<file path="src/rtl/core/tfks_pkg.sv">
// ---------------------------------------------------------------------------
// tfks_pkg
// Shared types, constants and round helpers for the threefry key split core.
// ---------------------------------------------------------------------------
package tfks_pkg;

  localparam int unsigned WordWidth  = 32;
  localparam int unsigned Rounds     = 20;
  localparam int unsigned Stages     = Rounds + 1;
  localparam int unsigned RoundWidth = 5;
  localparam int unsigned CountWidth = 5;

  localparam logic [WordWidth-1:0] KeyParity = 32'h1BD1_1BDA;

  typedef logic [WordWidth-1:0]  word_t;
  typedef logic [RoundWidth-1:0] round_t;
  typedef logic [4:0]            rot_t;
  typedef logic [1:0]            ksel_t;

  localparam ksel_t KselZero = 2'd0;
  localparam ksel_t KselOne  = 2'd1;
  localparam ksel_t KselTwo  = 2'd2;

  // working words plus the key schedule carried down the chain
  typedef struct packed {
    word_t x0;
    word_t x1;
    word_t k0;
    word_t k1;
    word_t k2;
  } state_t;

  function automatic rot_t rot_amount(input round_t r);
    rot_t amt;
    case (r[2:0])
      3'd0:    amt = 5'd13;
      3'd1:    amt = 5'd15;
      3'd2:    amt = 5'd26;
      3'd3:    amt = 5'd6;
      3'd4:    amt = 5'd17;
      3'd5:    amt = 5'd29;
      3'd6:    amt = 5'd16;
      default: amt = 5'd24;
    endcase
    return amt;
  endfunction

  function automatic word_t rotl(input word_t v, input rot_t d);
    logic [2*WordWidth-1:0] w;
    w = {v, v} << d;
    return w[2*WordWidth-1:WordWidth];
  endfunction

  // s mod 3 for the injection count s in 1..5
  function automatic ksel_t mod3(input logic [2:0] s);
    ksel_t m;
    case (s)
      3'd0, 3'd3, 3'd6: m = KselZero;
      3'd1, 3'd4, 3'd7: m = KselOne;
      default:          m = KselTwo;
    endcase
    return m;
  endfunction

  function automatic word_t key_pick(input state_t st, input ksel_t sel);
    word_t k;
    unique case (sel)
      KselZero: k = st.k0;
      KselOne:  k = st.k1;
      default:  k = st.k2;
    endcase
    return k;
  endfunction

endpackage

</file>
<file path="src/rtl/core/tfks_key_cell.sv">
// ---------------------------------------------------------------------------
// tfks_key_cell
// Head cell: forms the parity key word and the initial key injection.
// ---------------------------------------------------------------------------
module tfks_key_cell
  import tfks_pkg::*;
(
  input  logic   clk,
  input  logic   rst,
  input  logic   up_valid,
  output logic   up_ready,
  input  word_t  key_first,
  input  word_t  key_second,
  input  word_t  counter_low,
  input  word_t  counter_high,
  output logic   dn_valid,
  input  logic   dn_ready,
  output state_t dn_data
);

  logic   valid;
  state_t data;
  state_t data_next;

  assign up_ready = !valid || dn_ready;

  always_comb begin
    data_next.k0 = key_first;
    data_next.k1 = key_second;
    data_next.k2 = KeyParity ^ key_first ^ key_second;
    data_next.x0 = counter_low + key_first;
    data_next.x1 = counter_high + key_second;
  end

  always_ff @(posedge clk) begin
    if (rst) begin
      valid <= 1'b0;
    end else if (up_ready) begin
      valid <= up_valid;
    end
  end

  always_ff @(posedge clk) begin
    if (up_valid && up_ready) begin
      data <= data_next;
    end
  end

  assign dn_valid = valid;
  assign dn_data  = data;

endmodule

</file>
<file path="config.mk">
export PLATFORM = sky130hd
export DESIGN_NAME = tfks_key_cell
export DESIGN_NICKNAME = d
export VERILOG_FILES = /design/src/rtl/core/tfks_pkg.sv /design/src/rtl/core/tfks_key_cell.sv
export SDC_FILE = /design/constraint.sdc
export NUM_CORES = 1
export LEC_CHECK = 0
export ABC_AREA = 1
export BUFFER_PORTS_ARGS = -buffer_cell sky130_fd_sc_hd__buf_2
export CAP_MARGIN = 0
export CORE_MARGIN = 4
export CORE_UTILIZATION = 41
export CTS_CLUSTER_DIAMETER = 120
export DETAILED_ROUTE_END_ITERATION = 10
export PLACE_DENSITY = 0.72
export SYNTH_ARGS = -nofsm -noshare
export SYNTH_HDL_FRONTEND = slang
export SYNTH_SLANG_ARGS = --single-unit
</file>
<file path="constraint.sdc">
create_clock -name clk -period 25.4 [get_ports clk]
set_clock_uncertainty 0.2 [all_clocks]
set_input_delay 0 -clock clk [delete_from_list [all_inputs] [get_ports clk]]
set_output_delay 0 -clock clk [all_outputs]
set_load 0.005 [all_outputs]
</file>
### After elaboration in Yosys (flattened, before gate mapping)

Index checks and enable logic that the tools add are counted.

| storage, ports and cells | value |
|---|---|
| flip-flop bits (word level) | 161 |
| input port bits | 132 |
| output and inout bits | 162 |
| logic and storage cells | 13 |

| cells by class | value |
|---|---|
| add/subtract/negate cells | 2 |
| bitwise operators | 2 |
| reduce and logical (&&, ||, !) cells | 3 |

Operators with widths:

| operator | number |
|---|---|
| adder 32 bit | 2 |
| XOR 32 bit | 1 |
| inverter 17 bit | 1 |
| logical AND 1 bit | 1 |
| logical NOT 1 bit | 1 |
| logical OR 1 bit | 1 |

### Depth between registers and ports, before layout

Gate-level depths: netlist of run 1.

| logic depth | value |
|---|---|
| depth in word-level cells | 3 |
| mapped depth | 12 |
| depth with buffers taken out | 12 |

### Worst setup path before layout of run 1

OpenSTA, ideal clock, no wires.

| timing path | value |
|---|---|
| path kind | reg2reg |
| start point | reg valid (netlist: dn_valid) |
| end point | reg data, in the netlist dn_data[0] (enable) |
| arrival | 8046 ps |
| path slack | 16422 ps |
| cell stages (with the launch flop) | 2 |
| path buffers | 0 |
| clock period less this slack | 8978 ps |
| path through | dfxtp_1 -> a21oi_1 |

| on the way | value |
|---|---|
| word-level cells in the longest chain between the ends | 3 |

RTL lines:

| element | line | source |
|---|---|---|
| start, declared | tfks_key_cell.sv:21 | `logic valid;` |
| start signal, assigned | tfks_key_cell.sv:39 | `valid <= up_valid;` |
| logical NOT 1 bit | tfks_key_cell.sv:25 | `assign up_ready = !valid \|\| dn_ready;` |
| logical OR 1 bit | tfks_key_cell.sv:25 |  |
| logical AND 1 bit | tfks_key_cell.sv:44 | `if (up_valid && up_ready) begin` |
| end signal, assigned | tfks_key_cell.sv:45 | `data <= data_next;` |
| end, declared | tfks_key_cell.sv:22 | `state_t data;` |

Every way passes these cells.
A chain may end at the register's enable or synchronous reset.

==> results of run 1 <==
## cell type report
cell class                 instances  area [um2]
clock buffer                      17         425
sequential                       161        4820
inverter                         226         848
tap                              319         399
fill                            2058        9910
multi-input combinational        793        4190
timing repair buffer             422        2770
clock inverter                    14         174
## report_power, final
part | switching (uW) | total [uW] | internal (uW) | leakage (uW)
clock | 117 | 266 | 148 | 0.000291
sequential | 6.22 | 330 | 324 | 0.00156
combinational | 109 | 185 | 76.2 | 0.00528
total | 233 | 782 | 549 | 0.00713
## sequential cells by signal, summed over array words and instances (netlist names)
signal and flops:
dn_data 160, dn_valid 1
## repair_timing
item / 4_1_cts / 5_1_grt
endpoints found under the hold margin: 156 / 0
resized for setup: 0 / 0
setup buffers: 0 / 0
hold buffers: 128 / 0
## metrics by stage
step | cells | area [um2] | hold slack (ns) | power (uW)
final | 1952 | 13600 | -0.00664 | 782
after global routing | 1952 | 13600 | 0.0485 | 821
after CTS | 1952 | 13600 | 0.000722 | 784
after detailed placement | 1793 | 11800 | -0.0380 | 502
after global placement | 1793 | 11800 | -0.0454 | 499
after floorplan | 1180 | 9850 | -0.131 | 436
## cell usage in the layout (no fill, tap or decap), drive strengths merged, types with 2 or more instances in the layout
| master | n |
|---|---|
| a21o | 2 |
| a21oi | 42 |
| buf | 294 |
| bufinv | 2 |
| clkbuf | 17 |
| clkinv | 4 |
| dlygate4sd3 | 128 |
| edfxtp | 160 |
| fa | 2 |
| ha | 62 |
| inv | 233 |
| nand2 | 469 |
| nand3 | 52 |
| nand4 | 8 |
| nor2 | 78 |
| nor3 | 10 |
| o21bai | 4 |
| xnor2 | 19 |
| xor2 | 45 |
## logic make-up after synthesis
family,count (synthesis),share of synthesized area
compound gates,48,0.0263
simple gates,617,0.258
xor+xnor,64,0.0569
buf+inv,226,0.0861
flops,161,0.490
fa+ha+maj,64,0.0828
## routing by layer
metal | GRT usage | vias to the layer above
met5 | 0 | -
met4 | 0.0865 | 0
met3 | 0.0444 | 79
met2 | 0.415 | 399
met1 | 0.275 | 4232
li1 | - | 4600
## critical path, delay by kind of cell
family	cells	cell delay, ns
buffers and inverters	3	1.25
adders and majority gates	2	0.72
and+or+nand+nor	2	0.21
xor gates and xnor gates	1	0.15
## path summary, 6_finish.rpt
check,end,slack [ns],cells after the start
setup / recovery,dn_data[100]$_DFFE_PP_,23.07,8
hold / removal,dn_data[145]$_DFFE_PP_,-0.007,4
setup reg to reg,dn_data[23]$_DFFE_PP_,23.53,2
hold reg to reg,dn_data[2]$_DFFE_PP_,0.83,2
==> flow_summary.yaml, run 1 <==
die:
  core_area_mm2: 0.0235
  die_area_mm2: 0.0266
  die_y_um: 163
  rows: 56
  io_pins: 294
  die-width_um: 163
  floorplan.initialDensity: 0.419
synthesis:
  synthesis.nets: 1376
  synth_top_area_cell: "edfxtp_1"
  yosys_warnings: 0
  syn_avg_cell_area_um2: 8.35
  yosys_most_used_dff: "edfxtp_1"
  syn_area_mm2: 0.00985
  synth_edf_count: 160
  synth_most_common_cell: "nand2_1"
  ys_seq_area_frac: 0.490
  yosys-top-cells-count: "442 x nand2_1, 225 x inv_1, 160 x edfxtp_1"
  async_flop_share: 0
  synth_top_area_share: 0.488
  synthCells: 1180
  synth_seq_cells: 161
  synthTopCellsByArea: "edfxtp_1 49%, nand2_1 17%, inv_1 8.6%"
  synth_cell_types: 21
detailed_routing:
  drc: 0
  via_per_inst: 4.77
  postRouteWirelength_um: 31400
  wl_met2_um: 16000
  met3_wirelength_um: 2290
  vias: 9310
  wire_per_inst_um: 16.1
  first_pass_iters: 5
  postRouteAntennaNets: 0
  wl_met1_um: 12100
  top_layer: "met4"
  drt_iter0_drc: 695
final_layout:
  n_antenna_cell: 0
  layout-drive-gt1-share: 0.225
  syn_to_final_growth_pct: 38.3
  fin_util: 0.579
  layout.nets: 1817
run_status:
  violations: "negative hold slack"
  status: "finished with violations"
timing:
  setup_slack_ns: 23.07
  fin_setup_tns_ns: 0
  worst_pin_slew_ns: 0.904
  period_share: 0.0918
  hold_viol: 1
  fmax_ghz: 0.429
  setup_viol: 0
  holdWs_ns: -0.00664
  grt_setup_unrepaired: "no"
  relSlewSlack: 0.397
  finalCriticalPeriod_ns: 2.33
  final_max_slew_viol_count: 0
cts:
  numCtsBuffers: 17
  cts.sinks: 161
  clk_pin_slew_ns: 0.07
  insertion_delay_ns: 0.43
  cts_tree: "yes"
  htreeDepth: 4
  clock_tree.buffer_depth: 2
  cts-root-buf: "clkbuf_16"
placement:
  io_buffers: 293
  routabilityCongestion: 0.969
  dp_hpwl_um: 23300
  pre_cts_ws_ns: 23.32
setup_path:
  crit_start: "key_second[0]"
  worst_ep_required_time_ns: 25.38
  slowest_stage: "dlygate4sd3_1"
  cp.arrival_ns: 2.31
  crit_fanout: 4
  path_class: "primary input to flip-flop"
  timing.rr.start: "dn_valid$_SDFFE_PP0N_"
  max_stage_delay_ns: 0.56
  critPathCaptureType: "flip-flop"
  crit_path_cell_trace: "dlygate4sd3_1 > buf_2 > ha_1 > fa_1 > nand3_1 > nand3_2 > xor2_1 > dlygate4sd3_1"
  cpMostUsedCell: "dlygate4sd3_1"
  worstSetupStartpointType: "primary input"
min_path:
  min_from: "counter_low[17]"
  hp-class: "primary input to flip-flop"
global_routing:
  grt_usage: 0.232
  antenna_found_initial: 0
  grt_pass1_wl_um: 47400
  grt-ovfl-total: 0
  grt_max_degree: 161
  grt_pass1_vias: 9118
run:
  drv_cap: 0
power_and_ir_drop:
  powerDensity_mw_per_mm2: 57.3
  p_leak_uw: 0.00713
  irDropWorstVdd_mv: 0.0370
No activity file was read; power rests on OpenSTA's default activity.
==> run 2: changes to the inputs <==
clock period = 2.3 ns   (was 25.4 ns; I/O delays follow)
==> run 2 against run 1 <==
Net effect: the run still ends with negative hold slack left; sequential power grew to 11 times the previous value; worst hold slack worse by 0.031 ns; combinational power grew to 11 times the previous value; count of clock-buffer cells in the layout is 1 higher; clock power grew to 10 times the previous value; register-to-register slack worse by 23 ns; global-route usage is 0.23 points higher; largest power group unchanged; highest routed layer unchanged.
==> flow_summary.yaml, run 2 (synthesized netlist as in run 1, its figures left out) <==
setup_path:
  crit_path_cell_trace: "dlygate4sd3_1 > buf_2 > ha_2 > fa_2 > nand3_1 > nand3_2 > nand2_1 > nand2_2 > nand2_1 > nand2_2 > nand2_1 > nand2_1 > nand2_1 > nand2_1"
  path_class: "primary input to flip-flop"
  path_delay_family: "simple AND/OR/NAND/NOR gates"
  worst_ep_required_time_ns: 2.28
  critPathCaptureType: "flip-flop"
  max_stage_delay_ns: 0.54
  worstSetupStartpointType: "primary input"
  cp.arrival_ns: 2.13
  cpMostUsedCell: "nand2_1"
  slowest_stage: "dlygate4sd3_1"
  crit_fanout: 4
  critical_path_buf_inv_count: 2
timing:
  fmax_ghz: 0.466
  final_max_slew_viol_count: 0
  hold_viol: 1
  finalCriticalPeriod_ns: 2.15
  relSlewSlack: 0.688
  setup_slack_ns: 0.152
  setup_viol: 0
  worst_pin_slew_ns: 0.465
  period_share: 0.934
  holdWs_ns: -0.0381
  grt_setup_unrepaired: "no"
run_status:
  status: "finished with violations"
  violations: "negative hold slack"
die:
  io_pins: 294
  die_y_um: 163
  die_area_mm2: 0.0266
  die-width_um: 163
  rows: 56
  floorplan.initialDensity: 0.419
  core_area_mm2: 0.0235
placement:
  pre_cts_ws_ns: 0.217
  io_buffers: 293
  routabilityCongestion: 0.912
  dp_hpwl_um: 23700
detailed_routing:
  drc: 0
  vias: 9349
  postRouteWirelength_um: 31800
  wire_per_inst_um: 16.2
  drt_iter0_drc: 585
  via_per_inst: 4.77
  postRouteAntennaNets: 0
  first_pass_iters: 6
global_routing:
  grt_pass1_wl_um: 48000
  grt_pass1_vias: 9312
  grt-ovfl-total: 0
  grt_usage: 0.234
  grt_max_degree: 67
  antenna_found_initial: 1
cts:
  cts-root-buf: "clkbuf_16"
  clock_tree.buffer_depth: 2
  postCtsSetupBuffers: 0
  htreeDepth: 4
  cts.sinks: 161
  insertion_delay_ns: 0.42
  clk_pin_slew_ns: 0.07
  cts_tree: "yes"
  numCtsBuffers: 17
min_path:
  hp-class: "primary input to flip-flop"
final_layout:
  most-common-layout-cells: "442 x nand2_1, 293 x buf_2, 225 x inv_1, 160 x edfxtp_1, 130 x dlygate4sd3_1"
  syn_to_final_growth_pct: 38.5
  layout-drive-gt1-share: 0.228
  largest_reg_flops: 160
  layout.nets: 1822
  fillers: 2081
  final_common_cell: "nand2_1"
run:
  drv_cap: 0
power_and_ir_drop:
  powerDensity_mw_per_mm2: 617
  irDropWorstVdd_mv: 0.400
  p_leak_uw: 0.00713
[run 2: area by class of cell]
| class | count | area [um2] | share of cell area |
|---|---|---|---|
| multi-input combinational | 793 | 4200 | 0.308 |
| clock buffer | 18 | 429 | 0.0314 |
| tap | 319 | 399 | 0.0292 |
| antenna | 2 | 5.00 | 0.000367 |
| clock inverter | 14 | 119 | 0.00871 |
| timing repair buffer | 427 | 2820 | 0.207 |
| sequential | 161 | 4830 | 0.354 |
| inverter | 226 | 848 | 0.0622 |
[run 2: worst paths after layout]
kind	slack [ns]	from	cells past startpoint	to
min	-0.04	counter_high[27]	4	dn_data[123]$_DFFE_PP_
max reg2reg	0.51	dn_valid$_SDFFE_PP0N_	2	dn_data[48]$_DFFE_PP_
min reg2reg	0.59	dn_valid$_SDFFE_PP0N_	2	dn_data[114]$_DFFE_PP_
max	0.15	key_second[0]	14	dn_data[116]$_DFFE_PP_
[run 2: timing repair]
action	in CTS	in global routing
gates resized for setup	0	3
hold buffers	130	0
endpoints found under the setup margin	0	3
hold endpoints to repair	166	0
[run 2: metal layers]
layer | GRT usage | routed length, um | part of all wire
met1 | 0.272 | 12500 | 0.39
met2 | 0.424 | 16200 | 0.51
met4 | 0.0915 | 1120 | 0.035
met3 | 0.0447 | 1930 | 0.061
met5 | 0 | 0 | 0
[run 2: where the power goes]
group          switching [uW]  internal [uW]
Clock                    1300           1420
Combinational            1210            843
Sequential               71.9           3580
Total                    2580           5840
[run 2: stage by stage]
stage	TNS, ns	instances	utilization	total power, uW	instance area [um2]
6_report	0	1960	0.580	8430	13600
5_1_grt	0	1959	0.580	8850	13600
2_1_floorplan	-208.48	1180	-	4780	9870
3_3_place_gp	0	1796	0.501	5530	11800
4_1_cts	0	1958	0.579	8450	13600
3_5_place_dp	0	1796	0.501	5550	11800
[run 2: worst register-to-register path: stages, from the launching register on]
cell	delay (ns)
dfxtp_2	0.34
a21oi_4	0.28
dlygate4sd3_1	0.68
==> run 3: changes to the inputs <==
RECOVER_POWER = 50   (was unset)
==> run 3 against run 2 <==
Net effect: the run still ends with negative hold slack left; combinational power down 2%; via count about the same; largest cell class unchanged; critical path type unchanged; sequential power about the same; sequential share of layout area up 0.53 points; non-clock buffer count unchanged; critical path depth down 1; total power down 0.63%; global-route usage unchanged.
==> flow_summary.yaml, run 3 (synthesized netlist as in run 1, its figures left out) <==
run_status:
  status: "finished with violations"
  violations: "negative hold slack"
setup_path:
  critPathCaptureType: "flip-flop"
  path_class: "primary input to flip-flop"
  cp.arrival_ns: 2.13
  r2r_setup_slack_ns: 0.49
  slowest_stage: "dlygate4sd3_1"
  crit_path_cell_trace: "dlygate4sd3_1 > clkbuf_1 > ha_1 > nand2_1 > inv_1 > nand2_1 > inv_1 > a21oi_1 > nand2_2 > nand2_1 > nand2_1 > nand2_1 > nand2_1"
  cpMostUsedCell: "nand2_1"
  crit_fanout: 4
  worst_ep_required_time_ns: 2.28
  worstSetupStartpointType: "primary input"
  r2r_cells: 2
  timing.rr.start: "dn_valid$_SDFFE_PP0N_"
  max_stage_delay_ns: 0.55
  r2r-end: "dn_data[48]$_DFFE_PP_"
global_routing:
  grt_pass1_wl_um: 48000
  met2_usage: 0.424
  met3_usage: 0.0447
  use_met1: 0.272
  grt-busiest-layer: "met2"
  grt-ovfl-total: 0
  grt_usage: 0.234
  grt_pass1_vias: 9312
  antenna_found_initial: 1
  grt_max_degree: 67
final_layout:
  final_common_cell: "nand2_1"
  layout.nets: 1822
  syn_to_final_growth_pct: 36.4
  fillers: 2143
  most-common-layout-cells: "442 x nand2_1, 225 x inv_1, 163 x clkbuf_1, 160 x edfxtp_1"
  seq_area_mm2: 0.00482
  layout-drive-gt1-share: 0.128
  multi_input_area_mm2: 0.00420
  largest_reg_flops: 160
cts:
  cts-root-buf: "clkbuf_16"
  cts_tree: "yes"
  clk_pin_slew_ns: 0.07
  clock_tree.buffer_depth: 2
  htreeDepth: 4
  insertion_delay_ns: 0.42
  numCtsBuffers: 17
  cts.sinks: 161
die:
  floorplan.initialDensity: 0.419
  die-width_um: 163
  core_area_mm2: 0.0235
  die_y_um: 163
  rows: 56
  io_pins: 294
  die_area_mm2: 0.0266
min_path:
  hp-class: "primary input to flip-flop"
  min_path_cells: 4
  min_from: "counter_high[27]"
  holdPathEnd: "dn_data[123]$_DFFE_PP_"
placement:
  io_buffers: 293
  dp_hpwl_um: 23700
  routabilityCongestion: 0.912
timing:
  grt_setup_unrepaired: "no"
  setup_viol: 0
  fmax_ghz: 0.466
  worst_pin_slew_ns: 0.465
  hold_viol: 1
  relSlewSlack: 0.688
  final_max_slew_viol_count: 0
  period_share: 0.933
  finalCriticalPeriod_ns: 2.15
  holdWs_ns: -0.0424
  fin_setup_tns_ns: 0
detailed_routing:
  first_pass_iters: 8
  drc: 0
  postRouteWirelength_um: 31700
  via_per_inst: 4.77
  vias: 9344
  postRouteAntennaNets: 0
  drt_iter0_drc: 612
  wire_per_inst_um: 16.2
power_and_ir_drop:
  irDropWorstVdd_mv: 0.398
  powerDensity_mw_per_mm2: 623
  p_leak_uw: 0.00668
run:
  drv_cap: 0
run 3: changes by cell type in the layout (fill, tap and decap cells not counted):
| cell | delta |
|---|---|
| dfxtp_1 | +1 |
| clkbuf_1 | +162 |
| dfxtp_2 | -1 |
| buf_2 | -163 |
| buf_1 | +1 |
run 3: final cells by class:
cell class | instances | area share
Antenna cell | 2 | 0.000372
Clock buffer | 18 | 0.0319
Clock inverter | 14 | 0.00884
Inverter | 226 | 0.0631
Multi-Input combinational cell | 793 | 0.312
Sequential cell | 161 | 0.359
Tap cell | 319 | 0.0297
Timing Repair Buffer | 427 | 0.195
run 3: worst max path at each step:
| stage | from | end | slack, ns | cells past startpoint |
|---|---|---|---|---|
| after floorplan | dn_valid$_SDFFE_PP0N_ | dn_data[0]$_DFFE_PP_ | -1.30 | 1 |
| after global placement | key_second[0] | dn_data[124]$_DFFE_PP_ | 0.28 | 13 |
| after detailed placement | key_second[0] | dn_data[116]$_DFFE_PP_ | 0.22 | 13 |
| after CTS | key_second[0] | dn_data[116]$_DFFE_PP_ | 0.11 | 14 |
| after global routing | key_first[12] | dn_data[159]$_DFFE_PP_ | 0.01 | 13 |
| final | key_first[12] | dn_data[149]$_DFFE_PP_ | 0.15 | 13 |
run 3: repair_timing:
item,in CTS,in global routing
resized for setup,0,3
endpoints found under the hold margin,166,0
hold buffers,130,0
buffers inserted,0,0
endpoints found under the setup margin,0,3
run 3: through the flow:
stage / instances / setup WS (ns) / util / cell area, um2 / total power, uW
after floorplan: 1180 / -1.30 / - / 9870 / 4780
after global placement: 1796 / 0.277 / 0.501 / 11800 / 5530
after detailed placement: 1796 / 0.217 / 0.501 / 11800 / 5550
after CTS: 1958 / 0.114 / 0.579 / 13600 / 8450
after global routing: 1959 / 0.0116 / 0.571 / 13400 / 8800
final: 1960 / 0.153 / 0.571 / 13400 / 8370
run 3: metal layers:
layer / routed length, um / share of wire / up-vias
met4: 1110 / 0.035 / 0
met5: 0 / 0 / -
met2: 16200 / 0.51 / 361
met1: 12600 / 0.40 / 4292
met3: 1890 / 0.059 / 79
li1: - / - / 4612
run 3: worst max-delay path: cells and delay by family:
kind	cells	cell delay, ns
adder cells (fa/ha/maj)	1	0.36
buffers and inverters	4	1.02
AO/OA/AOI/OAI	1	0.17
AND/OR/NAND/NOR	7	0.56
run 3: where the power goes:
group | internal, uW | switching [uW] | leakage, uW
Clock | 1420 | 1300 | 0.000267
Sequential | 3580 | 76.7 | 0.00156
Combinational | 787 | 1210 | 0.00485
