[config.mk]
export PLATFORM = sky130hd
export DESIGN_NAME = tfks_round_cell
export DESIGN_NICKNAME = d
export VERILOG_FILES = /design/src/rtl/core/tfks_pkg.sv /design/src/rtl/core/tfks_round_cell.sv
export SDC_FILE = /design/constraint.sdc
export NUM_CORES = 1
export LEC_CHECK = 0
export BUFFER_PORTS_ARGS = -buffer_cell sky130_fd_sc_hd__buf_2
export CAP_MARGIN = 0
export CORE_AREA = 2 2 172 174
export CTS_BUF_LIST = sky130_fd_sc_hd__clkbuf_8
export CTS_CLUSTER_SIZE = 25
export DETAILED_ROUTE_END_ITERATION = 8
export DIE_AREA = 0 0 174 176
export PLACE_DENSITY = 0.74
export REMOVE_ABC_BUFFERS = 1
export SYNTH_ARGS = -nofsm -noshare
export SYNTH_HDL_FRONTEND = slang
export SYNTH_SLANG_ARGS = --single-unit
[constraint.sdc]
create_clock -name clk -period 18.45 [get_ports clk]
set_clock_uncertainty 0.15 [all_clocks]
set_input_delay 2.7675 -clock clk [delete_from_list [all_inputs] [get_ports clk]]
set_output_delay 2.7675 -clock clk [all_outputs]
set_load 0.01 [all_outputs]
[src/rtl/core/tfks_pkg.sv]
// ---------------------------------------------------------------------------
// tfks_pkg
// Shared types, constants and round helpers for the threefry key split core.
// ---------------------------------------------------------------------------
package tfks_pkg;

  localparam int unsigned WordWidth  = 32;
  localparam int unsigned Rounds     = 20;
  localparam int unsigned Stages     = Rounds + 1;
  localparam int unsigned RoundWidth = 5;
  localparam int unsigned CountWidth = 5;

  localparam logic [WordWidth-1:0] KeyParity = 32'h1BD1_1BDA;

  typedef logic [WordWidth-1:0]  word_t;
  typedef logic [RoundWidth-1:0] round_t;
  typedef logic [4:0]            rot_t;
  typedef logic [1:0]            ksel_t;

  localparam ksel_t KselZero = 2'd0;
  localparam ksel_t KselOne  = 2'd1;
  localparam ksel_t KselTwo  = 2'd2;

  // working words plus the key schedule carried down the chain
  typedef struct packed {
    word_t x0;
    word_t x1;
    word_t k0;
    word_t k1;
    word_t k2;
  } state_t;

  function automatic rot_t rot_amount(input round_t r);
    rot_t amt;
    case (r[2:0])
      3'd0:    amt = 5'd13;
      3'd1:    amt = 5'd15;
      3'd2:    amt = 5'd26;
      3'd3:    amt = 5'd6;
      3'd4:    amt = 5'd17;
      3'd5:    amt = 5'd29;
      3'd6:    amt = 5'd16;
      default: amt = 5'd24;
    endcase
    return amt;
  endfunction

  function automatic word_t rotl(input word_t v, input rot_t d);
    logic [2*WordWidth-1:0] w;
    w = {v, v} << d;
    return w[2*WordWidth-1:WordWidth];
  endfunction

  // s mod 3 for the injection count s in 1..5
  function automatic ksel_t mod3(input logic [2:0] s);
    ksel_t m;
    case (s)
      3'd0, 3'd3, 3'd6: m = KselZero;
      3'd1, 3'd4, 3'd7: m = KselOne;
      default:          m = KselTwo;
    endcase
    return m;
  endfunction

  function automatic word_t key_pick(input state_t st, input ksel_t sel);
    word_t k;
    unique case (sel)
      KselZero: k = st.k0;
      KselOne:  k = st.k1;
      default:  k = st.k2;
    endcase
    return k;
  endfunction

endpackage

[src/rtl/core/tfks_round_cell.sv]
// ---------------------------------------------------------------------------
// tfks_round_cell
// One mix round, followed by a key injection after every fourth round.
// ---------------------------------------------------------------------------
module tfks_round_cell
  import tfks_pkg::*;
(
  input  logic   clk,
  input  logic   rst,
  input  round_t round_idx,
  input  logic   up_valid,
  output logic   up_ready,
  input  state_t up_data,
  output logic   dn_valid,
  input  logic   dn_ready,
  output state_t dn_data
);

  logic       valid;
  state_t     data;
  state_t     data_next;
  logic [2:0] inj_count;
  word_t      mix_x0;
  word_t      mix_x1;

  assign up_ready  = !valid || dn_ready;
  // injection count s = round / 4 + 1
  assign inj_count = 3'(round_idx[RoundWidth-1:2]) + 3'd1;

  always_comb begin
    mix_x0    = up_data.x0 + up_data.x1;
    mix_x1    = rotl(up_data.x1, rot_amount(round_idx)) ^ mix_x0;
    data_next = up_data;
    if (round_idx[1:0] == 2'd3) begin
      data_next.x0 = mix_x0 + key_pick(up_data, mod3(inj_count));
      data_next.x1 = mix_x1 + key_pick(up_data, mod3(inj_count + 3'd1))
                     + WordWidth'(inj_count);
    end else begin
      data_next.x0 = mix_x0;
      data_next.x1 = mix_x1;
    end
  end

  always_ff @(posedge clk) begin
    if (rst) begin
      valid <= 1'b0;
    end else if (up_ready) begin
      valid <= up_valid;
    end
  end

  always_ff @(posedge clk) begin
    if (up_valid && up_ready) begin
      data <= data_next;
    end
  end

  assign dn_valid = valid;
  assign dn_data  = data;

endmodule

* Word level (Yosys, flattened, before mapping)
Cells that the tools add are included.
** Operators by class
- $add $sub $neg :: 6
- Equal/unequal tests :: 19
- Shift operators :: 1
- Multiplexer cells :: 10
- Bitwise operators :: 1
- Reductions and logical operators :: 12
** Operator list (number)
- one-hot mux 32 bit (2 select lines) :: 2
- adder 32 bit :: 3
- two-way mux 32 bit :: 2
- two-way mux 64 bit :: 1
- left shift 64 x 5 -> 64 bit :: 1
- one-hot mux 5 bit (7 select lines) :: 1
- adder 32 x 3 -> 32 bit :: 1
- bitwise XOR 32 bit :: 1
- equality test 3 bit, second input constant :: 9
- equality test 3 x 2 -> 1 bit, second input constant :: 4
- OR reduction 3 bit :: 4
- equality test 3 x 1 -> 1 bit, second input constant :: 3
- zero test 3 bit :: 3
- one-hot mux 2 bit (2 select lines) :: 2
- adder 3 x 1 -> 3 bit, second input constant :: 2
- equality test 2 x 1 -> 1 bit, second input constant :: 2
- zero test 2 bit :: 2
- two-way mux 2 bit :: 2
- equality test 2 bit, second input constant :: 1
- logical AND 1 bit :: 1
- zero test 1 bit :: 1
- logical OR 1 bit :: 1
** Word-level totals
- Flip-flop bits (word level) :: 161
- Input port bits :: 169
- Output and inout port bits :: 162

* Logic depth before layout (Yosys ltp)
Gate-level depths: netlist of run 1.
- Word-level depth :: 12
- Mapped depth :: 23

* Worst setup path before layout of run 1
No wires, ideal clock.
- Kind :: input -> register
- Start :: input round_idx[2]
- End :: register data, in the netlist dn_data[127], data pin
- Data arrival time :: 7.580 ns
- Required time :: 18.042 ns
- Path slack :: 10.462 ns
- Stages on the path :: 19
- Path through :: ha_1 > xor2_1 > ha_1 > o31ai_1 > clkbuf_1 > mux2i_1 > a21oi_1 > fa_1 > ha_1 > fa_1 > a211oi_1 > o21a_1 > a21oi_1 > o211a_1 > o31a_1 > o221ai_1 > xnor2_1 > nor2_1 > xnor2_1
** RTL lines
- start, declared :: RTL line tfks_round_cell.sv:10 : input round_t round_idx,
- end signal, assigned :: RTL line tfks_round_cell.sv:54 : data <= data_next;
- end, declared :: RTL line tfks_round_cell.sv:20 : state_t data;

==> results of run 1 <==
==> cells in the mapped netlist, types with 6 or more instances <==
| master | instances | share of area |
|---|---|---|
| xnor2_1 | 72 | 0.045 |
| a21oi_1 | 115 | 0.041 |
| edfxtp_1 | 160 | 0.34 |
| and3_1 | 10 | 0.0044 |
| fa_1 | 6 | 0.0085 |
| a31oi_1 | 10 | 0.0044 |
| nand3_1 | 17 | 0.0060 |
| inv_1 | 27 | 0.0072 |
| nor2_1 | 83 | 0.022 |
| clkbuf_1 | 43 | 0.011 |
| ha_1 | 130 | 0.12 |
| nor2b_1 | 7 | 0.0031 |
| o21ai_1 | 19 | 0.0067 |
| xor2_1 | 40 | 0.025 |
| o211ai_1 | 11 | 0.0058 |
| nand2_1 | 142 | 0.038 |
| a21o_1 | 40 | 0.021 |
| nand2b_1 | 9 | 0.0040 |
| buf_4 | 7 | 0.0037 |
| o21bai_1 | 11 | 0.0058 |
| a211oi_1 | 13 | 0.0069 |
| nor3_1 | 13 | 0.0046 |
| mux2_2 | 8 | 0.0064 |
| nand4_1 | 6 | 0.0027 |
| o21ai_0 | 115 | 0.041 |
| o21a_1 | 13 | 0.0069 |
| mux2i_1 | 213 | 0.15 |
==> power by group through the flow <==
stage | sequential [mW] | combinational [mW] | clock [mW]
finish | 0.488 | 1.18 | 0.253
global route | 0.492 | 1.28 | 0.267
CTS | 0.488 | 1.16 | 0.257
detailed placement | 0.496 | 1.15 | 0
global placement | 0.496 | 1.13 | 0
floorplan | 0.524 | 0.822 | 0
==> registers in the layout, indices dropped and copies added (netlist names) <==
name      cells
dn_data     160
dn_valid      1
==> worst max-delay path, stage by stage <==
cell      delay, ns
buf_2          0.37
inv_2          0.42
o21a_2         0.66
a21oi_4        0.24
buf_4          0.48
mux2i_1        0.32
mux2i_1        0.12
mux2i_1        0.22
xnor2_1        0.20
fa_1           0.47
ha_1           0.25
fa_1           0.44
a211oi_1       0.34
o21a_1         0.26
a21oi_1        0.17
o21ai_0        0.29
o21ai_0        0.14
a21oi_1        0.32
o22ai_1        0.19
mux2i_1        0.18
nand4_1        0.10
==> cell families after synthesis <==
group | Yosys count
buffers and inverters | 90
flip-flops | 161
adder cells (fa/ha/maj) | 136
multiplexers | 223
AND/OR/NAND/NOR | 313
XOR/XNOR | 115
AO/OA/AOI/OAI | 404
==> routing by layer <==
layer  track usage  up-vias  wire length [um]
met5             0        -                 0
met4       0.08648        0               988
met3       0.03854       65              2599
met2        0.4617      495             20480
met1        0.3631     5844             18980
li1              -     6001                 -
==> cell type report <==
cell class	instances	area share
timing repair buffer	343	0.1061
multi-input combinational	1191	0.5439
tap	384	0.02914
inverter	28	0.006374
antenna	4	0.0006070
clock buffer	17	0.01419
clock inverter	15	0.007133
sequential	161	0.2926
==> through the flow <==
step	power, mW	setup slack (ns)	hold WS (ns)
global route	2.044	9.115	0.4248
CTS	1.907	9.613	0.3875
finish	1.917	9.544	0.3760
global placement	1.629	9.256	0.3419
detailed placement	1.649	9.108	0.3758
floorplan	1.345	7.714	0.4430
==> worst max path at each step <==
stage / start / to / slack [ns] / depth (start not counted)
6_report: round_idx[1] / dn_data[117]$_DFFE_PP_ / 9.54 / 21
2_1_floorplan: round_idx[2] / dn_data[127]$_DFFE_PP_ / 7.71 / 18
3_3_place_gp: round_idx[1] / dn_data[127]$_DFFE_PP_ / 9.26 / 21
4_1_cts: round_idx[1] / dn_data[117]$_DFFE_PP_ / 9.61 / 21
3_5_place_dp: round_idx[1] / dn_data[117]$_DFFE_PP_ / 9.11 / 21
5_1_grt: round_idx[1] / dn_data[117]$_DFFE_PP_ / 9.12 / 21
==> impl_results.md, run 1 <==
* Crit path DAT at 9.00 ns
* Placed Cells at approximately 2100
* Most frequent cells in the layout: buf_2, mux2i_1, edfxtp_1, nand2_1, ha_1
* Fin area at 16490 um2
* Clk_lat worst skew at 0.48 ns
* Worst Path Max Fanout at 48
* Synth Flop Type: edfxtp_1
* # IOs at between 300 and 400
* Syn-to-layout area delta at 16.69%
* Pwr Density at about 120 nW/um2
* Placed inst area at ~16000 um2
* CP Launch Type: input port
* Slew Limit Fails at 0
* Total number of vias at around 12000
* Xor-xnor portion of the synthesized cell area at 0.07287
* Hold Buf Count CTS at 0
* Syn. warnings at 0
* Critical path endpoint category: flop
* Die height at approximately 180 um
* Adder-cell share of the synthesized area at 0.1236
* Reg2Reg Setup Slack at between 15 and 20 ns
* Post-Syn Area at roughly 14000 um2
* Postcts setup bufs at 0
* Largest net degree at the start of global routing at 99
* Cts bufs inserted at 17
* Port Buf Inserts at 330
* FP Rows at between 60 and 70
* Max IR drop VDD at about 0.047 mV
* Switching Power at between 800 and 900 uW
* Syn avg cell area at roughly 9.8 um2
* Relative slew slack at 0.2205
* Max_cap viols at 0
* Layout Nets at about 2000
* Cells on worst reg2reg path at 3
* Compound-cell area share of the yosys netlist at 0.1778
* PostCTS Resize Cnt at 0
* Least-Margin Pin Slew at ~1.2 ns
* Cell variety after synth at 79
* R2R Path Start: dn_valid$_SDFFE_PP0N_
* Sw Share at 0.4464
* HP Start: dn_valid$_SDFFE_PP0N_
* Sequential area share after synthesis at 0.3414
* Initial Utilization at 0.4950
* Clk buf depth at 2
* TritonCTS clock tree: yes
* Mux contribution to synthesized area at 0.1596
* Number of global-route vias before repair at between 10000 and 15000
* Initial antenna violation count at 3
* Multi-input combinational cell area at about 9000 um2
* Critical path type: in -> reg
* Core area at between 20000 and 30000 um2
* Required time worst endpoint at around 19 ns
* Synthesized flop and latch total at around 160
* Fill count at ~2600
* Post-Synth Simple-Gate Area at 0.09740
* Sequential share of power at 0.254
* Die Footprint at 30620 um2
* WHS Path Cells at 2
* Largest family of logic cells by synthesized area: compound AO/OA/AOI/OAI gates
* Grt total ovfl at 0
* Status: finished clean
* Combinational share of power at 0.613
* Clock Pin Slew Worst Setup and Hold Paths at around 0.090 ns
* Cell Count, Final, Fillers Out at 2143
* Maximum clock rate at 112.3 MHz
* Int Power at between 1 and 1.5 mW
* Tcrit/Tclk final at 0.4827
* Final HPWL DP at around 34000 um
* WL per Instance at between 20 and 25 um
* Detail Route Antenna Nets at 0
* CTS sink cnt at between 150 and 200
* Total routed wirelength at 43050 um
* Setup TNS at 0 ns
* Gpl congestion at 0.9519
* Gate Count Post-Synth at roughly 1400
* Sequential cell area at roughly 4800 um2
* Final Util at 0.5776
* RSZ-0062 raised after global routing: no
* Clock group share of total power at 0.132
* H-tree levels at 4
* Worst hold path class: reg -> reg
* Drt via density at 5.789
* Die width at 174 um
* Final setup viols at 0
* GRT Total Usage at 0.2730
* Most common cell after layout, fill and taps aside: buf_2
* Fraction of registers with async set/reset at 0
* End of the worst hold path: dn_valid$_SDFFE_PP0N_
* Share of cells above drive strength 1 at 0.2348
* P_leak at approximately 7.5 nW
* Post-synth EDFFs at between 150 and 200
* First-pass GRT wire length at approximately 65000 um
* DRC at 0
* CTS root buf: clkbuf_8
* FF-to-FF End: dn_data[44]$_DFFE_PP_
* Final hold vios at 0
* First-pass DRT Iterations at 7
* DRT iter0 DRCs at about 900
* Period minus WS final at between 8 and 9 ns
Power figures use the tool's default switching activity.
==> run 2: changes to the inputs <==
PLACE_DENSITY = 0.77   (was 0.74)
clock period = 7.6 ns   (was 18.45 ns; I/O delays follow)
==> impl_results.md, run 2 (synthesized netlist as in run 1, its figures left out) <==
* Status: finished clean
* Placed inst area at 16190 um2 (+0.40%)
* Layout Nets at 2054 (+0.34%)
* First-pass DRT Iterations at 7 (unchanged)
* Detail Route Antenna Nets at 0 (unchanged)
* RSZ-0062 raised after global routing: no
* Clk_lat worst skew at 0.48 ns (about the same)
* Hold Buf Count CTS at 0 (unchanged)
* Drt via density at 5.754 (-0.60%)
* FP Rows at 62 (unchanged)
* Maximum clock rate at approximately 150 MHz
* Syn-to-layout area delta at 17.33%
* Initial antenna violation count at 1 (-2)
* Worst Path Max Fanout at 18 (-63%)
* CP Launch Type: input port
* Most frequent cells in the layout: buf_2, mux2i_1, edfxtp_1, nand2_1, ha_1
* FF-to-FF End: dn_data[66]$_DFFE_PP_
* GRT Total Usage at 0.2780 (+0.005066)
* Postcts setup bufs at 0 (unchanged)
* Grt total ovfl at 0 (unchanged)
* Clock Pin Slew Worst Setup and Hold Paths at 0.09 ns (about the same)
* Critical path endpoint category: flop
* Final hold vios at 0 (unchanged)
* Tcrit/Tclk final at 0.8557
* Crit path to: dn_data[117]$_DFFE_PP_
* Max reg flops at 160 (unchanged)
* Final setup viols at 0 (unchanged)
* Die Footprint at 30620 um2 (unchanged)
* P_leak at 7.529 nW (+0.65%)
* Setup TNS at 0 ns (unchanged)
* Relative slew slack at 0.3162 (+0.09562)
* Critical path type: in -> reg
* Number of global-route vias before repair at 11830 (+0.30%)
* Max_cap viols at 0 (unchanged)
* Total number of vias at 12350 (-0.41%)
* Cts bufs inserted at 17 (unchanged)
* WHS Path Cells at 2 (unchanged)
* Power, Total at 4.682 mW (+140%)
* R2R Path Start: dn_valid$_SDFFE_PP0N_
* Least-Margin Pin Slew at 1.026 ns (-0.1403 ns)
* Largest net degree at the start of global routing at 98 (-1.0%)
* Port Buf Inserts at 330 (unchanged)
* CTS sink cnt at 161 (unchanged)
* Die width at 174 um (unchanged)
* Crit path DAT at 6.59 ns (-2.41 ns)
* H-tree levels at 4 (unchanged)
* First-pass GRT wire length at 65540 um (+1.1%)
* Reg2Reg Setup Slack at 5.41 ns (-10.24 ns)
* Cell Count, Final, Fillers Out at 2147 (+0.19%)
* Final Util at 0.5808 (+0.003156)
* Minimum hold slack at 0.3623 ns (-0.01366 ns)
* Setup WS pre-CTS at 0.6845 ns (-8.423 ns)
* Final HPWL DP at 35180 um (+2.1%)
* Setup ws final at 1.097 ns (-8.448 ns)
* Placed Cells at 2114 (+0.33%)
* PostCTS Resize Cnt at 0 (unchanged)
* Initial Utilization at 0.4950 (unchanged)
* Total routed wirelength at 43530 um (+1.1%)
* Share of cells above drive strength 1 at 0.2395 (+0.004743)
* # IOs at 331 (unchanged)
* Slew Limit Fails at 0 (unchanged)
* Required time worst endpoint at 7.69 ns (-10.85 ns)
* Core area at 28550 um2 (unchanged)
* Most common cell after layout, fill and taps aside: buf_2
* TritonCTS clock tree: yes
* Crit path launch: round_idx[1]
* Die height at 176 um (unchanged)
* Cells on worst reg2reg path at 3 (unchanged)
* Max IR drop VDD at 0.1238 mV (+160%)
* DRC at 0 (unchanged)
* WL per Instance at 20.27 um (+0.94%)
* Period minus WS final at about 6.5 ns
* Gpl congestion at 0.9899 (+4.0%)
* Fin area at 16580 um2 (+0.55%)
* Pwr Density at 282.4 nW/um2 (+140%)
* DRT iter0 DRCs at 900 (-1.4%)
* Worst hold path class: reg -> reg
* Clk buf depth at 2 (unchanged)
* CTS root buf: clkbuf_8
## run 2: how the worst min path moves through the flow
stage                             to             startpoint  slack (ns)
6_report       dn_valid$_SDFFE_PP0N_  dn_valid$_SDFFE_PP0N_        0.36
3_3_place_gp   dn_valid$_SDFFE_PP0N_  dn_valid$_SDFFE_PP0N_        0.34
2_1_floorplan  dn_valid$_SDFFE_PP0N_  dn_valid$_SDFFE_PP0N_        0.44
4_1_cts        dn_valid$_SDFFE_PP0N_  dn_valid$_SDFFE_PP0N_        0.37
3_5_place_dp   dn_valid$_SDFFE_PP0N_  dn_valid$_SDFFE_PP0N_        0.36
5_1_grt        dn_valid$_SDFFE_PP0N_  dn_valid$_SDFFE_PP0N_        0.40
## run 2: cell type report
class | instances | area [um2]
diodes | 1 | 2.502
clock inverters | 12 | 108.9
multi-input cells | 1191 | 8969
repair buffers | 350 | 1814
flip-flops and latches | 161 | 4825
well taps | 384 | 480.5
clock buffers | 20 | 275.3
inverters | 28 | 105.1
fillers | 2547 | 11970
## run 2: worst max-delay path: stages
cell,delay [ns]
buf_2,0.23
o21bai_4,0.56
buf_12,0.25
mux2i_1,0.26
mux2i_1,0.14
mux2i_1,0.33
mux2i_1,0.14
o21ai_0,0.28
xor2_1,0.28
fa_1,0.22
inv_1,0.05
ha_1,0.21
fa_1,0.44
a211oi_1,0.40
o21a_1,0.25
a21oi_1,0.16
o21ai_0,0.31
o21ai_0,0.15
a21oi_1,0.30
o22ai_1,0.18
mux2i_1,0.18
nand4_1,0.10
## run 2: report_power, final
part / leakage, nW / internal, mW / switching (mW) / total [mW]
clock network: 0.189 / 0.285 / 0.354 / 0.639
registers: 1.56 / 1.15 / 0.0342 / 1.18
logic: 5.78 / 1.18 / 1.68 / 2.86
total: 7.53 / 2.61 / 2.07 / 4.68
## run 2: layer usage
layer  up-vias  GRT usage  part of all wire
li1       6011          -                 -
met1      5772     0.3598              0.43
met2       488     0.4670              0.47
met3        83    0.05017             0.068
met4         0     0.1029             0.029
met5         -          0                 0
==> run 3: changes to the inputs <==
RECOVER_POWER = 100   (was default)
==> impl_results.md, run 3 (synthesized netlist as in run 1, its figures left out) <==
* Cts bufs inserted at 17 (unchanged)
* Required time worst endpoint at 7.70 ns (about the same)
* Drt via density at 5.747 (-0.13%)
* Met2 usage at 0.4670 (unchanged)
* Met3 usage at 0.05017 (unchanged)
* Crit path DAT at 7.08 ns (+0.49 ns)
* GRT Total Usage at 0.2780 (unchanged)
* RSZ-0062 raised after global routing: no
* CP Launch Type: input port
* Final HPWL DP at 35180 um (unchanged)
* Max reg flops at 160 (unchanged)
* # IOs at 331 (unchanged)
* Maximum clock rate at 143.3 MHz (-6.8%)
* Worst hold path class: reg -> reg
* Minimum hold slack at 0.3587 ns (-0.003598 ns)
* Slowest-stage cell, CP: clkbuf_1
* Clk_lat worst skew at 0.48 ns (about the same)
* Worst Path Max Fanout at 21 (+3)
* Share of cells above drive strength 1 at 0.08740 (-0.1521)
* First-pass DRT Iterations at 5 (-2)
* Crit path launch: round_idx[2]
* Die height at 176 um (unchanged)
* Pwr Density at 286.0 nW/um2 (+1.3%)
* Placed inst area at 16190 um2 (unchanged)
* Die Footprint at 30620 um2 (unchanged)
* Max_cap viols at 3 (+3)
* Critical path type: in -> reg
* Cell Count, Final, Fillers Out at 2147 (unchanged)
* CTS sink cnt at 161 (unchanged)
* Status: complete, but fails checks
* DRT iter0 DRCs at 769 (-15%)
* Hold Buf Count CTS at 0 (unchanged)
* Most frequent cells in the layout: clkbuf_1, mux2i_1, edfxtp_1, nand2_1, ha_1
* Clk buf depth at 2 (unchanged)
* Max IR drop VDD at 0.1236 mV (-0.17%)
* Postcts setup bufs at 0 (unchanged)
* Total routed wirelength at 43620 um (+0.20%)
* Final hold vios at 0 (unchanged)
* FP Rows at 62 (unchanged)
* R2R Path Start: dn_valid$_SDFFE_PP0N_
* Detail Route Antenna Nets at 0 (unchanged)
* Placed Cells at 2114 (unchanged)
* TritonCTS clock tree: yes
* DRC at 0 (unchanged)
* Least-Margin Pin Slew at 4.245 ns (+3.220 ns)
* H-tree levels at 4 (unchanged)
* Failing checks: max-capacitance violations, max-slew violations
* Setup TNS at 0 ns (unchanged)
* PostCTS Resize Cnt at 0 (unchanged)
* Syn-to-layout area delta at 14.90%
* Tcrit/Tclk final at 0.9184 (+0.06267)
* Final setup viols at 0 (unchanged)
* Largest net degree at the start of global routing at 98 (unchanged)
* Period minus WS final at 6.980 ns (+0.4763 ns)
* CTS root buf: clkbuf_8
* Core area at 28550 um2 (unchanged)
* Relative slew slack at -1.830 (-2.146)
* Layout Nets at 2054 (unchanged)
* Clock Pin Slew Worst Setup and Hold Paths at 0.10 ns (about the same)
* Most common cell after layout, fill and taps aside: clkbuf_1
* Grt peak-use layer: met2
* Worst-path cell chain: clkbuf_1 > ha_1 > xor2_1 > nand2_1 > nand3b_1 > clkbuf_1 > mux2i_1 > o21ai_0 > ha_1 > nand3_1 > o211ai_1 > nand3_1 > nand2_1 > o21ai_1 > o311ai_0 > o21ai_0 > xnor2_1 > mux2_2
* HP Start: dn_valid$_SDFFE_PP0N_
* Critical path endpoint category: flop
* Number of global-route vias before repair at 11830 (unchanged)
* Grt total ovfl at 0 (unchanged)
* Power, Total at 4.644 mW (-0.82%)
* Die width at 174 um (unchanged)
* P_leak at 6.799 nW (-9.7%)
* Grt met1 use at 0.3598 (unchanged)
* Fin area at 16240 um2 (-2.1%)
* Total number of vias at 12340 (-0.13%)
* Initial antenna violation count at 1 (unchanged)
* Slew Limit Fails at 162 (+162)
* First-pass GRT wire length at 65540 um (unchanged)
* WL per Instance at 20.31 um (+0.20%)
* Delay of the slowest critical-path stage at 1.33 ns (+0.77 ns)
* Initial Utilization at 0.4950 (unchanged)
* Port Buf Inserts at 330 (unchanged)
* Gpl congestion at 0.9899 (unchanged)
==> run 3: cell count changes in the layout (fill, tap and decap cells not counted), moves of 2 or more <==
cell,delta
mux2_2,-2
or2_0,+2
mux2_1,+2
o21ai_1,-6
buf_2,-260
o21ai_0,+7
and2_0,+2
or2_1,-2
buf_4,-3
clkbuf_1,+263
==> run 3: per-layer routing <==
layer | up-vias | wire length (um)
met5 | - | 0
met1 | 5780 | 18870
li1 | 6005 | -
met4 | 0 | 1250
met3 | 76 | 2999
met2 | 477 | 20490
==> run 3: area by class of cell <==
class / count / area [um2]
diodes: 1 / 2.502
clock buffers: 20 / 275.3
clock inverters: 12 / 108.9
fillers: 2659 / 12310
inverters: 28 / 105.1
multi-input cells: 1191 / 8962
flip-flops and latches: 161 / 4825
well taps: 384 / 480.5
repair buffers: 350 / 1478
==> run 3: power by group <==
part	leakage (nW)	total, mW	switching, mW	internal, mW
sequential	1.56	1.19	0.0377	1.16
clock	0.189	0.640	0.355	0.285
combinational	5.05	2.81	1.68	1.13
==> run 3: worst paths after layout <==
kind / depth (start not counted) / to / slack (ns)
max: 18 / dn_data[157]$_DFFE_PP_ / 0.62
min: 2 / dn_valid$_SDFFE_PP0N_ / 0.36
max reg2reg: 3 / dn_data[66]$_DFFE_PP_ / 2.32
min reg2reg: 2 / dn_valid$_SDFFE_PP0N_ / 0.36
==> run 3: per-stage QoR <==
stage                     setup slack (ns)  utilization
after floorplan                     -1.509            -
after global placement              0.7500       0.5672
after detailed placement            0.6845       0.5672
after CTS                            1.197       0.5807
after global routing                0.3437       0.5688
final                               0.6205       0.5688
==> run 3: worst max-delay path: cells and delay by family <==
| kind | cells | cell delay [ns] |
|---|---|---|
| AOI/OAI and AO/OA | 5 | 1.77 |
| buffers and inverters | 2 | 1.64 |
| and+or+nand+nor | 5 | 0.73 |
| adders and majority gates | 2 | 0.65 |
| xor gates and xnor gates | 2 | 0.58 |
| muxes | 2 | 0.55 |
